==> config.mk <==
export PLATFORM = sky130hd
export DESIGN_NAME = command_packet_framer_unit
export DESIGN_NICKNAME = d
export VERILOG_FILES = /design/src/rtl/cpf_pkg.sv /design/src/rtl/cpf_cfg.sv /design/src/rtl/cpf_store.sv /design/src/rtl/command_packet_framer_unit.sv
export SDC_FILE = /design/constraint.sdc
export NUM_CORES = 1
export LEC_CHECK = 0
export ABC_AREA = 1
export BUFFER_PORTS_ARGS = -buffer_cell sky130_fd_sc_hd__buf_2
export CORE_MARGIN = 5
export CORE_UTILIZATION = 42
export CTS_BUF_LIST = sky130_fd_sc_hd__clkbuf_16
export DETAILED_ROUTE_END_ITERATION = 10
export PLACE_DENSITY = 0.64
export SLEW_MARGIN = 20
export SYNTH_ARGS = -nofsm -noshare
export SYNTH_HDL_FRONTEND = slang
export SYNTH_SLANG_ARGS = --single-unit
==> constraint.sdc <==
create_clock -name clk -period 2.35 [get_ports clk]
set_clock_uncertainty 0.1 [all_clocks]
set_input_delay 0.235 -clock clk [delete_from_list [all_inputs] [get_ports clk]]
set_output_delay 0.235 -clock clk [all_outputs]
set_load 0.005 [all_outputs]
==> src/rtl/cpf_pkg.sv <==
package cpf_pkg;

	// Default store depth and the hard packet size limit
	localparam int BUF_DEPTH_DEF = 20;
	localparam int PKT_MAX       = 20;

	// Field widths
	localparam int CNT_W  = 5;
	localparam int TICK_W = 16;
	localparam int BYTE_W = 8;
	localparam int REG_W  = 3;

	localparam logic [BYTE_W-1:0] START_MARK = 8'h21;

	// Input opcodes
	localparam logic [1:0] OP_START = 2'd0;
	localparam logic [1:0] OP_BYTE  = 2'd1;
	localparam logic [1:0] OP_TICK  = 2'd2;

	// Result status codes
	localparam logic [1:0] STS_OK       = 2'd0;
	localparam logic [1:0] STS_NO_DATA  = 2'd1;
	localparam logic [1:0] STS_NO_START = 2'd2;
	localparam logic [1:0] STS_BAD_SUM  = 2'd3;

	// Configuration register indexes
	localparam logic [REG_W-1:0] REG_STOP_CODE    = 3'd0;
	localparam logic [REG_W-1:0] REG_STOP_LEN     = 3'd1;
	localparam logic [REG_W-1:0] REG_CONTROL_CODE = 3'd2;
	localparam logic [REG_W-1:0] REG_CONTROL_LEN  = 3'd3;
	localparam logic [REG_W-1:0] REG_KEY_CODE     = 3'd4;
	localparam logic [REG_W-1:0] REG_KEY_LEN      = 3'd5;
	localparam logic [REG_W-1:0] REG_SPEED_CODE   = 3'd6;
	localparam logic [REG_W-1:0] REG_SPEED_LEN    = 3'd7;

	localparam logic [CNT_W-1:0] LEN_RESET = 5'd5;

	// One configuration write
	typedef struct packed {
		logic              valid;
		logic [REG_W-1:0]  index;
		logic [BYTE_W-1:0] data;
	} cfg_wr_t;

endpackage

==> src/rtl/cpf_cfg.sv <==
module cpf_cfg import cpf_pkg::*; (
	input  logic              clk,
	input  logic              arst_n,
	input  cfg_wr_t           wr,
	input  logic [BYTE_W-1:0] type_byte,
	input  logic [CNT_W-1:0]  count,
	output logic              type_hit
);

	logic [BYTE_W-1:0] code_q [4];
	logic [CNT_W-1:0]  len_q  [4];

	// Type code and length registers
	always_ff @(posedge clk or negedge arst_n) begin
		if (!arst_n) begin
			for (int t = 0; t < 4; t++) begin
				code_q[t] <= '0;
				len_q[t]  <= LEN_RESET;
			end
		end else if (wr.valid) begin
			case (wr.index)
				REG_STOP_CODE:    code_q[0] <= wr.data;
				REG_STOP_LEN:     len_q[0]  <= wr.data[CNT_W-1:0];
				REG_CONTROL_CODE: code_q[1] <= wr.data;
				REG_CONTROL_LEN:  len_q[1]  <= wr.data[CNT_W-1:0];
				REG_KEY_CODE:     code_q[2] <= wr.data;
				REG_KEY_LEN:      len_q[2]  <= wr.data[CNT_W-1:0];
				REG_SPEED_CODE:   code_q[3] <= wr.data;
				REG_SPEED_LEN:    len_q[3]  <= wr.data[CNT_W-1:0];
				default: ;
			endcase
		end
	end

	// Packet type seen and its length reached
	always_comb begin
		type_hit = 1'b0;
		for (int t = 0; t < 4; t++) begin
			if (type_byte == code_q[t] && count == len_q[t])
				type_hit = 1'b1;
		end
	end

endmodule

==> src/rtl/cpf_store.sv <==
module cpf_store import cpf_pkg::*; #(
	parameter int DEPTH = BUF_DEPTH_DEF,
	parameter int AW    = $clog2(DEPTH)
) (
	input  logic              clk,
	input  logic              wr_en,
	input  logic [AW-1:0]     wr_addr,
	input  logic [BYTE_W-1:0] wr_data,
	input  logic              rd_en,
	input  logic [AW-1:0]     rd_addr,
	output logic [BYTE_W-1:0] rd_data
);

	logic [BYTE_W-1:0] mem [DEPTH];

	// Write port
	always_ff @(posedge clk) begin
		if (wr_en)
			mem[wr_addr] <= wr_data;
	end

	// Registered read port, holds its data between reads
	always_ff @(posedge clk) begin
		if (rd_en)
			rd_data <= mem[rd_addr];
	end

endmodule

==> src/rtl/command_packet_framer_unit.sv <==
// Command packet framer. A start item (opcode 0) arms a read with a tick
// timeout; byte items (opcode 1) are written to a packet store, a '!' byte
// restarting at position 0; tick items (opcode 2) count the timeout down.
// When the store fills, a configured type/length pair matches, or the timeout
// expires, the packet is checked (data present, leading '!', last byte equal
// to the inverted 8-bit sum of the rest). A good packet streams out one
// result per byte, marked last on the final one; otherwise one status result
// is given. A start item, and a byte or tick item during a read, is handled in
// the accept cycle, which updates the counters and for a byte writes the store,
// and then in the check state, which evaluates the end condition in the next
// cycle. An ignored item (a byte or tick while idle, or the unused opcode) keeps
// the state idle. Each streamed byte passes a store read state, then a load
// state waiting on a free output. Configuration writes are accepted every cycle.
module command_packet_framer_unit import cpf_pkg::*; #(
	parameter int BUF_DEPTH = BUF_DEPTH_DEF
) (
	input  logic              clk,
	input  logic              arst_n,
	input  logic              in_valid,
	output logic              in_ready,
	input  logic [1:0]        opcode,
	input  logic [TICK_W-1:0] timeout_ticks,
	input  logic [BYTE_W-1:0] data_byte,
	output logic              out_valid,
	input  logic              out_ready,
	output logic [1:0]        status,
	output logic [CNT_W-1:0]  packet_length,
	output logic [CNT_W-1:0]  byte_index,
	output logic [BYTE_W-1:0] data_out,
	output logic              last,
	input  logic              cfg_valid,
	output logic              cfg_ready,
	input  logic [REG_W-1:0]  cfg_index,
	input  logic [BYTE_W-1:0] cfg_data
);

	localparam int FULL_LIMIT = (BUF_DEPTH < PKT_MAX) ? BUF_DEPTH : PKT_MAX;
	localparam int AW         = $clog2(FULL_LIMIT);
	localparam logic [CNT_W-1:0] FULL_CNT = CNT_W'(FULL_LIMIT);

	localparam logic [1:0] ST_IDLE  = 2'd0;
	localparam logic [1:0] ST_CHECK = 2'd1;
	localparam logic [1:0] ST_READ  = 2'd2;
	localparam logic [1:0] ST_LOAD  = 2'd3;

	logic [1:0]        state_q;
	logic              active_q;
	logic              chk_ticks_q;
	logic              chk_type_q;
	logic [CNT_W-1:0]  widx_q;
	logic [BYTE_W-1:0] sum_q;
	logic [BYTE_W-1:0] first_q;
	logic [BYTE_W-1:0] type_q;
	logic [BYTE_W-1:0] last_byte_q;
	logic [TICK_W-1:0] reload_q;
	logic [TICK_W-1:0] ticks_q;
	logic [CNT_W-1:0]  rd_k_q;

	logic              out_valid_q;
	logic [1:0]        out_status_q;
	logic [CNT_W-1:0]  out_len_q;
	logic [CNT_W-1:0]  out_idx_q;
	logic [BYTE_W-1:0] out_data_q;
	logic              out_last_q;

	logic              in_acc;
	logic              out_free;
	logic              is_mark;
	logic [CNT_W-1:0]  base_idx;
	logic [BYTE_W-1:0] base_sum;
	logic              can_store;
	logic              wr_en;
	logic              rd_en;
	logic [BYTE_W-1:0] rd_data;
	logic              type_hit;
	logic              end_hit;
	logic [BYTE_W-1:0] body_sum;
	logic              sum_ok;
	cfg_wr_t           cfg_wr;

	assign cfg_ready    = 1'b1;
	assign cfg_wr.valid = cfg_valid;
	assign cfg_wr.index = cfg_index;
	assign cfg_wr.data  = cfg_data;

	assign out_free = !out_valid_q || out_ready;
	assign in_ready = (state_q == ST_IDLE) && out_free;
	assign in_acc   = in_valid && in_ready;

	// Byte placement: a start marker restarts the packet
	assign is_mark   = (data_byte == START_MARK);
	assign base_idx  = is_mark ? '0 : widx_q;
	assign base_sum  = is_mark ? '0 : sum_q;
	assign can_store = (base_idx < FULL_CNT);
	assign wr_en     = in_acc && (opcode == OP_BYTE) && active_q && can_store;
	assign rd_en     = (state_q == ST_READ);

	// End-of-packet and checksum tests
	assign end_hit  = (widx_q >= FULL_CNT) || type_hit;
	assign body_sum = sum_q - last_byte_q;
	assign sum_ok   = (~body_sum == last_byte_q);

	cpf_cfg u_cfg (
		.clk       (clk),
		.arst_n    (arst_n),
		.wr        (cfg_wr),
		.type_byte (type_q),
		.count     (widx_q),
		.type_hit  (type_hit)
	);

	cpf_store #(
		.DEPTH (FULL_LIMIT),
		.AW    (AW)
	) u_store (
		.clk     (clk),
		.wr_en   (wr_en),
		.wr_addr (base_idx[AW-1:0]),
		.wr_data (data_byte),
		.rd_en   (rd_en),
		.rd_addr (rd_k_q[AW-1:0]),
		.rd_data (rd_data)
	);

	// Control: read state, sequencer and output register valid
	always_ff @(posedge clk or negedge arst_n) begin
		if (!arst_n) begin
			state_q     <= ST_IDLE;
			active_q    <= 1'b0;
			chk_ticks_q <= 1'b0;
			chk_type_q  <= 1'b0;
			widx_q      <= '0;
			sum_q       <= '0;
			type_q      <= '0;
			reload_q    <= '0;
			ticks_q     <= '0;
			rd_k_q      <= '0;
			out_valid_q <= 1'b0;
		end else begin
			// the load state drives the output valid itself
			if (out_valid_q && out_ready && state_q != ST_LOAD)
				out_valid_q <= 1'b0;
			case (state_q)
				ST_IDLE: begin
					if (in_acc) begin
						case (opcode)
							OP_START: begin
								widx_q      <= '0;
								sum_q       <= '0;
								type_q      <= '0;
								reload_q    <= timeout_ticks;
								ticks_q     <= timeout_ticks;
								active_q    <= 1'b1;
								chk_ticks_q <= 1'b1;
								chk_type_q  <= 1'b1;
								state_q     <= ST_CHECK;
							end
							OP_BYTE: begin
								if (active_q) begin
									if (can_store) begin
										widx_q <= base_idx + 1'b1;
										sum_q  <= base_sum + data_byte;
										if (base_idx == CNT_W'(1))
											type_q <= data_byte;
									end else begin
										widx_q <= base_idx;
										sum_q  <= base_sum;
									end
									ticks_q     <= reload_q;
									chk_ticks_q <= 1'b0;
									chk_type_q  <= 1'b1;
									state_q     <= ST_CHECK;
								end
							end
							OP_TICK: begin
								if (active_q) begin
									if (ticks_q != '0)
										ticks_q <= ticks_q - 1'b1;
									chk_ticks_q <= 1'b1;
									chk_type_q  <= 1'b0;
									state_q     <= ST_CHECK;
								end
							end
							default: ;
						endcase
					end
				end
				ST_CHECK: begin
					state_q <= ST_IDLE;
					if ((chk_ticks_q && ticks_q == '0) || (chk_type_q && end_hit)) begin
						active_q <= 1'b0;
						if (widx_q == '0 || first_q != START_MARK || !sum_ok) begin
							out_valid_q <= 1'b1;
						end else begin
							rd_k_q  <= '0;
							state_q <= ST_READ;
						end
					end
				end
				ST_READ: begin
					state_q <= ST_LOAD;
				end
				ST_LOAD: begin
					if (out_free) begin
						out_valid_q <= 1'b1;
						rd_k_q      <= rd_k_q + 1'b1;
						state_q     <= (rd_k_q == widx_q - 1'b1) ? ST_IDLE : ST_READ;
					end
				end
				default: state_q <= ST_IDLE;
			endcase
		end
	end

	// Packet bytes kept beside the store for the checks
	always_ff @(posedge clk) begin
		if (wr_en) begin
			last_byte_q <= data_byte;
			if (base_idx == '0)
				first_q <= data_byte;
		end
	end

	// Output payload
	always_ff @(posedge clk) begin
		if (state_q == ST_CHECK) begin
			out_len_q  <= widx_q;
			out_idx_q  <= '0;
			out_data_q <= '0;
			out_last_q <= 1'b1;
			if (widx_q == '0)
				out_status_q <= STS_NO_DATA;
			else if (first_q != START_MARK)
				out_status_q <= STS_NO_START;
			else
				out_status_q <= STS_BAD_SUM;
		end else if (state_q == ST_LOAD && out_free) begin
			out_status_q <= STS_OK;
			out_len_q    <= widx_q;
			out_idx_q    <= rd_k_q;
			out_data_q   <= rd_data;
			out_last_q   <= (rd_k_q == widx_q - 1'b1);
		end
	end

	assign out_valid     = out_valid_q;
	assign status        = out_status_q;
	assign packet_length = out_len_q;
	assign byte_index    = out_idx_q;
	assign data_out      = out_data_q;
	assign last          = out_last_q;

endmodule
==> flow_metrics.tcl <==
set metrics [dict create \
    status "completed" \
    swShare 0.300 \
    antenna_found_initial 1 \
    die_h_um 198 \
    synthesis.area_mm2 0.0148 \
    initial_core_util 0.427 \
    required_ns 2.67 \
    worst_pin_slew_ns 0.593 \
    powerDensity_mw_per_mm2 857 \
    ys_ff_latch 320 \
    crit_path_start_kind "flip-flop" \
    total_leakage_power_nw 7.60 \
    ys_warn_count 0 \
    routed_wirelength_um 38400 \
    seqPwrFrac 0.442 \
    layout_common_cells "nand2_1 (322), o21ai_0 (193), edfxtp_1 (190)" \
    synth_cell_types 53 \
    grtUsageMet2 0.330 \
    power_switching_mw 4.60 \
    cts_inserted_buffers 35 \
    gp_congestion 0.863 \
    dp_hpwl_um 26300 \
    clock_sinks 320 \
    regArea_mm2 0.00890 \
    setup_viol 0 \
    p_clk_frac 0.333 \
    syn_to_final_growth_pct 20.8 \
    p_int_mw 10.8 \
    crit_type "reg -> reg" \
    fin_crit_sh 0.951 \
    core_area_mm2 0.0347 \
    p_comb_frac 0.225 \
    io_pins 66 \
    finalCriticalPeriod_ns 2.24 \
    worst_ep_arrival_time_ns 2.55 \
    vias 11400 \
    via_per_inst 5.20 \
    grt-busiest-layer "met2" \
    layout_commonest_cell "nand2_1" \
    dieArea_mm2 0.0392 \
    rsz0062_at_grt "true" \
    power_mw 15.4 \
    synth_seq_area_share 0.600 \
    drive_above_1_share 0.166 \
    tns_ns 0 \
    grt_pass1_vias 11400 \
    gr-usage-met1 0.273 \
    die_w_um 198 \
    wl_per_cell_um 17.5 \
    first_iter_violations 778 \
    met3_usage 0.0250 \
    final_util 0.516 \
    hold_viol_final 0 \
    worstPathMaxFanout 16 \
    multi_input_area_mm2 0.00515 \
    hp-class "in -> reg" \
    cts_root_buffer "clkbuf_16" \
    cap_violations 0 \
    syn_inst 1528 \
    clkTransAtPathRegs_ns 0.06 \
    clock_path_buffers 3 \
    end_kind "flip-flop" \
    rows 68 \
    synth.avg_cell_area_um2 9.70 \
    portBuffers 64 \
    grt_pass1_wl_um 61900 \
    insertion_delay_ns 0.51 \
    post-route-drc-count 0 \
    grt_start_max_net_pins 67 \
    maxSlewViolCount 0 \
    tritoncts "done" \
    max-vdd-ir-drop_mv 0.557 \
    fillers 3081 \
    final_nets 1787 \
    max-slew-margin-rel 0.605 \
    grtUsageTotal 0.197 \
    drt.antenna.violating_nets 0 \
    h-tree-depth 2 \
    firstDrtPassIters 6 \
    syn_nets 1595 \
    gr-total-overflow 0 \
    antenna_cells 0 \
    timing.fmax_mhz 447 \
]
[flip-flops by register name, summed over array words and instances, names as in the netlist, 8 cells and up]
register and count:
u_store.mem 160, u_store.rd_data 8, type_q 8, ticks_q 16
first_q 8, reload_q 16, u_cfg.code_q 32, u_cfg.len_q 20
data_out 8, sum_q 8
[logic make-up (layout without fill, tap and decap cells)]
logic type	Yosys count	in the layout	synth area share
multiplexers	13	13	0.00987
AO/OA/AOI/OAI	341	341	0.134
adder cells (fa/ha/maj)	25	25	0.0216
buffers and inverters	212	429	0.0562
other	1	1	0.000253
AND/OR/NAND/NOR	589	589	0.162
XOR/XNOR	27	27	0.0159
flip-flops	320	320	0.600
[cell type report]
| class | count | area share |
|---|---|---|
| inverters | 157 | 0.0330 |
| clock buffers | 37 | 0.0517 |
| repair buffers | 210 | 0.0912 |
| multi-input cells | 996 | 0.288 |
| flip-flops and latches | 320 | 0.497 |
| clock inverters | 25 | 0.00775 |
| well taps | 455 | 0.0318 |
[timing repair]
item	CTS	global route
gates resized for setup	1	14
endpoints found under the setup margin	5	10
hold buffers	26	0
setup buffers	0	4
pin swaps	0	4
endpoints found under the hold margin	82	0
[power by group through the flow]
stage          logic (mW)  clock network, mW  registers, mW
6_report             3.46               5.11           6.78
5_1_grt              3.88               5.47           6.83
4_1_cts              3.47               5.23           6.78
3_5_place_dp         3.43                  0           6.89
3_3_place_gp         3.36                  0           6.88
2_1_floorplan        2.06                  0           6.82
[per-stage QoR]
stage                     instance area, µm²  instances  worst slack (ns)  hold slack (ns)
final                                  17900       2200             0.114            0.135
after global routing                   17900       2200           -0.0557            0.149
after CTS                              17800       2196           0.00679            0.117
after detailed placement               16500       2108            -0.198            0.171
after global placement                 16500       2108            -0.171            0.160
after floorplan                        14800       1528           -0.0325           -0.161
[synth_stat cells, drive strengths merged]
library cell  instances  area share
inv                 153       0.039
o22ai                29       0.012
dfxtp                14       0.019
clkinv                4      0.0010
xnor2                17       0.010
or2                   2     0.00084
o211ai               19      0.0096
a22oi                 2      0.0010
nor3                 13      0.0062
o32ai                 1     0.00059
nor2                177       0.045
a31oi                 2      0.0013
a22o                  8      0.0047
a21oi                48       0.017
dfrtp               108        0.18
dfstp                 8       0.014
nand4                12      0.0051
xor2                 10      0.0059
conb                  1     0.00025
a2bb2oi               6      0.0035
a21o                  2      0.0010
nand3                52       0.018
o21bai                2      0.0010
nand3b                6      0.0030
o21ai               197       0.068
ha                   24       0.020
clkbuf               36      0.0091
nand2               326       0.083
buf                  19      0.0072
a221oi                6      0.0035
nor4                  1     0.00042
a41oi                 3      0.0018
edfxtp              190        0.38
o221ai               10      0.0059
fa                    1      0.0014
a32oi                 5      0.0030
mux2                 13      0.0099
o21a                  1     0.00051
[final timing paths]
kind                                             from                          end  slack, ns  cells after the start
min in group asynchronous                      arst_n     reload_q[11]$_DFFE_PN0P_       0.17                      2
min                                      cfg_index[2]   u_cfg.len_q[2]$_DFFE_PN1P_       0.14                      6
max                            state_q[1]$_DFFE_PN0P_        type_q[0]$_DFFE_PN0P_       0.11                     12
max reg2reg                    state_q[1]$_DFFE_PN0P_        type_q[0]$_DFFE_PN0P_       0.11                     12
min reg2reg                byte_index[3]$_SDFFE_PP0P_   byte_index[3]$_SDFFE_PP0P_       0.35                      2
max in group asynchronous                      arst_n  u_cfg.len_q[17]$_DFFE_PN1P_       1.23                      3
[routing by layer]
layer | wire (µm) | vias to the layer above
met5 | 0 | -
met4 | 993 | 0
met3 | 2040 | 65
met2 | 18400 | 299
met1 | 17000 | 5470
li1 | - | 5604
[worst max-delay path, cell delays in order, from the launching register on]
cell and delay (ns):
dfrtp_1 0.43, nor3_2 0.19, buf_4 0.16, nand2_2 0.08, nor3_4 0.22, buf_4 0.21, inv_2 0.07, o21ai_4 0.10
inv_4 0.07, a21oi_4 0.17, buf_12 0.16, nand3_1 0.07, o21ai_0 0.10
(Power assumes the default switching activity.)
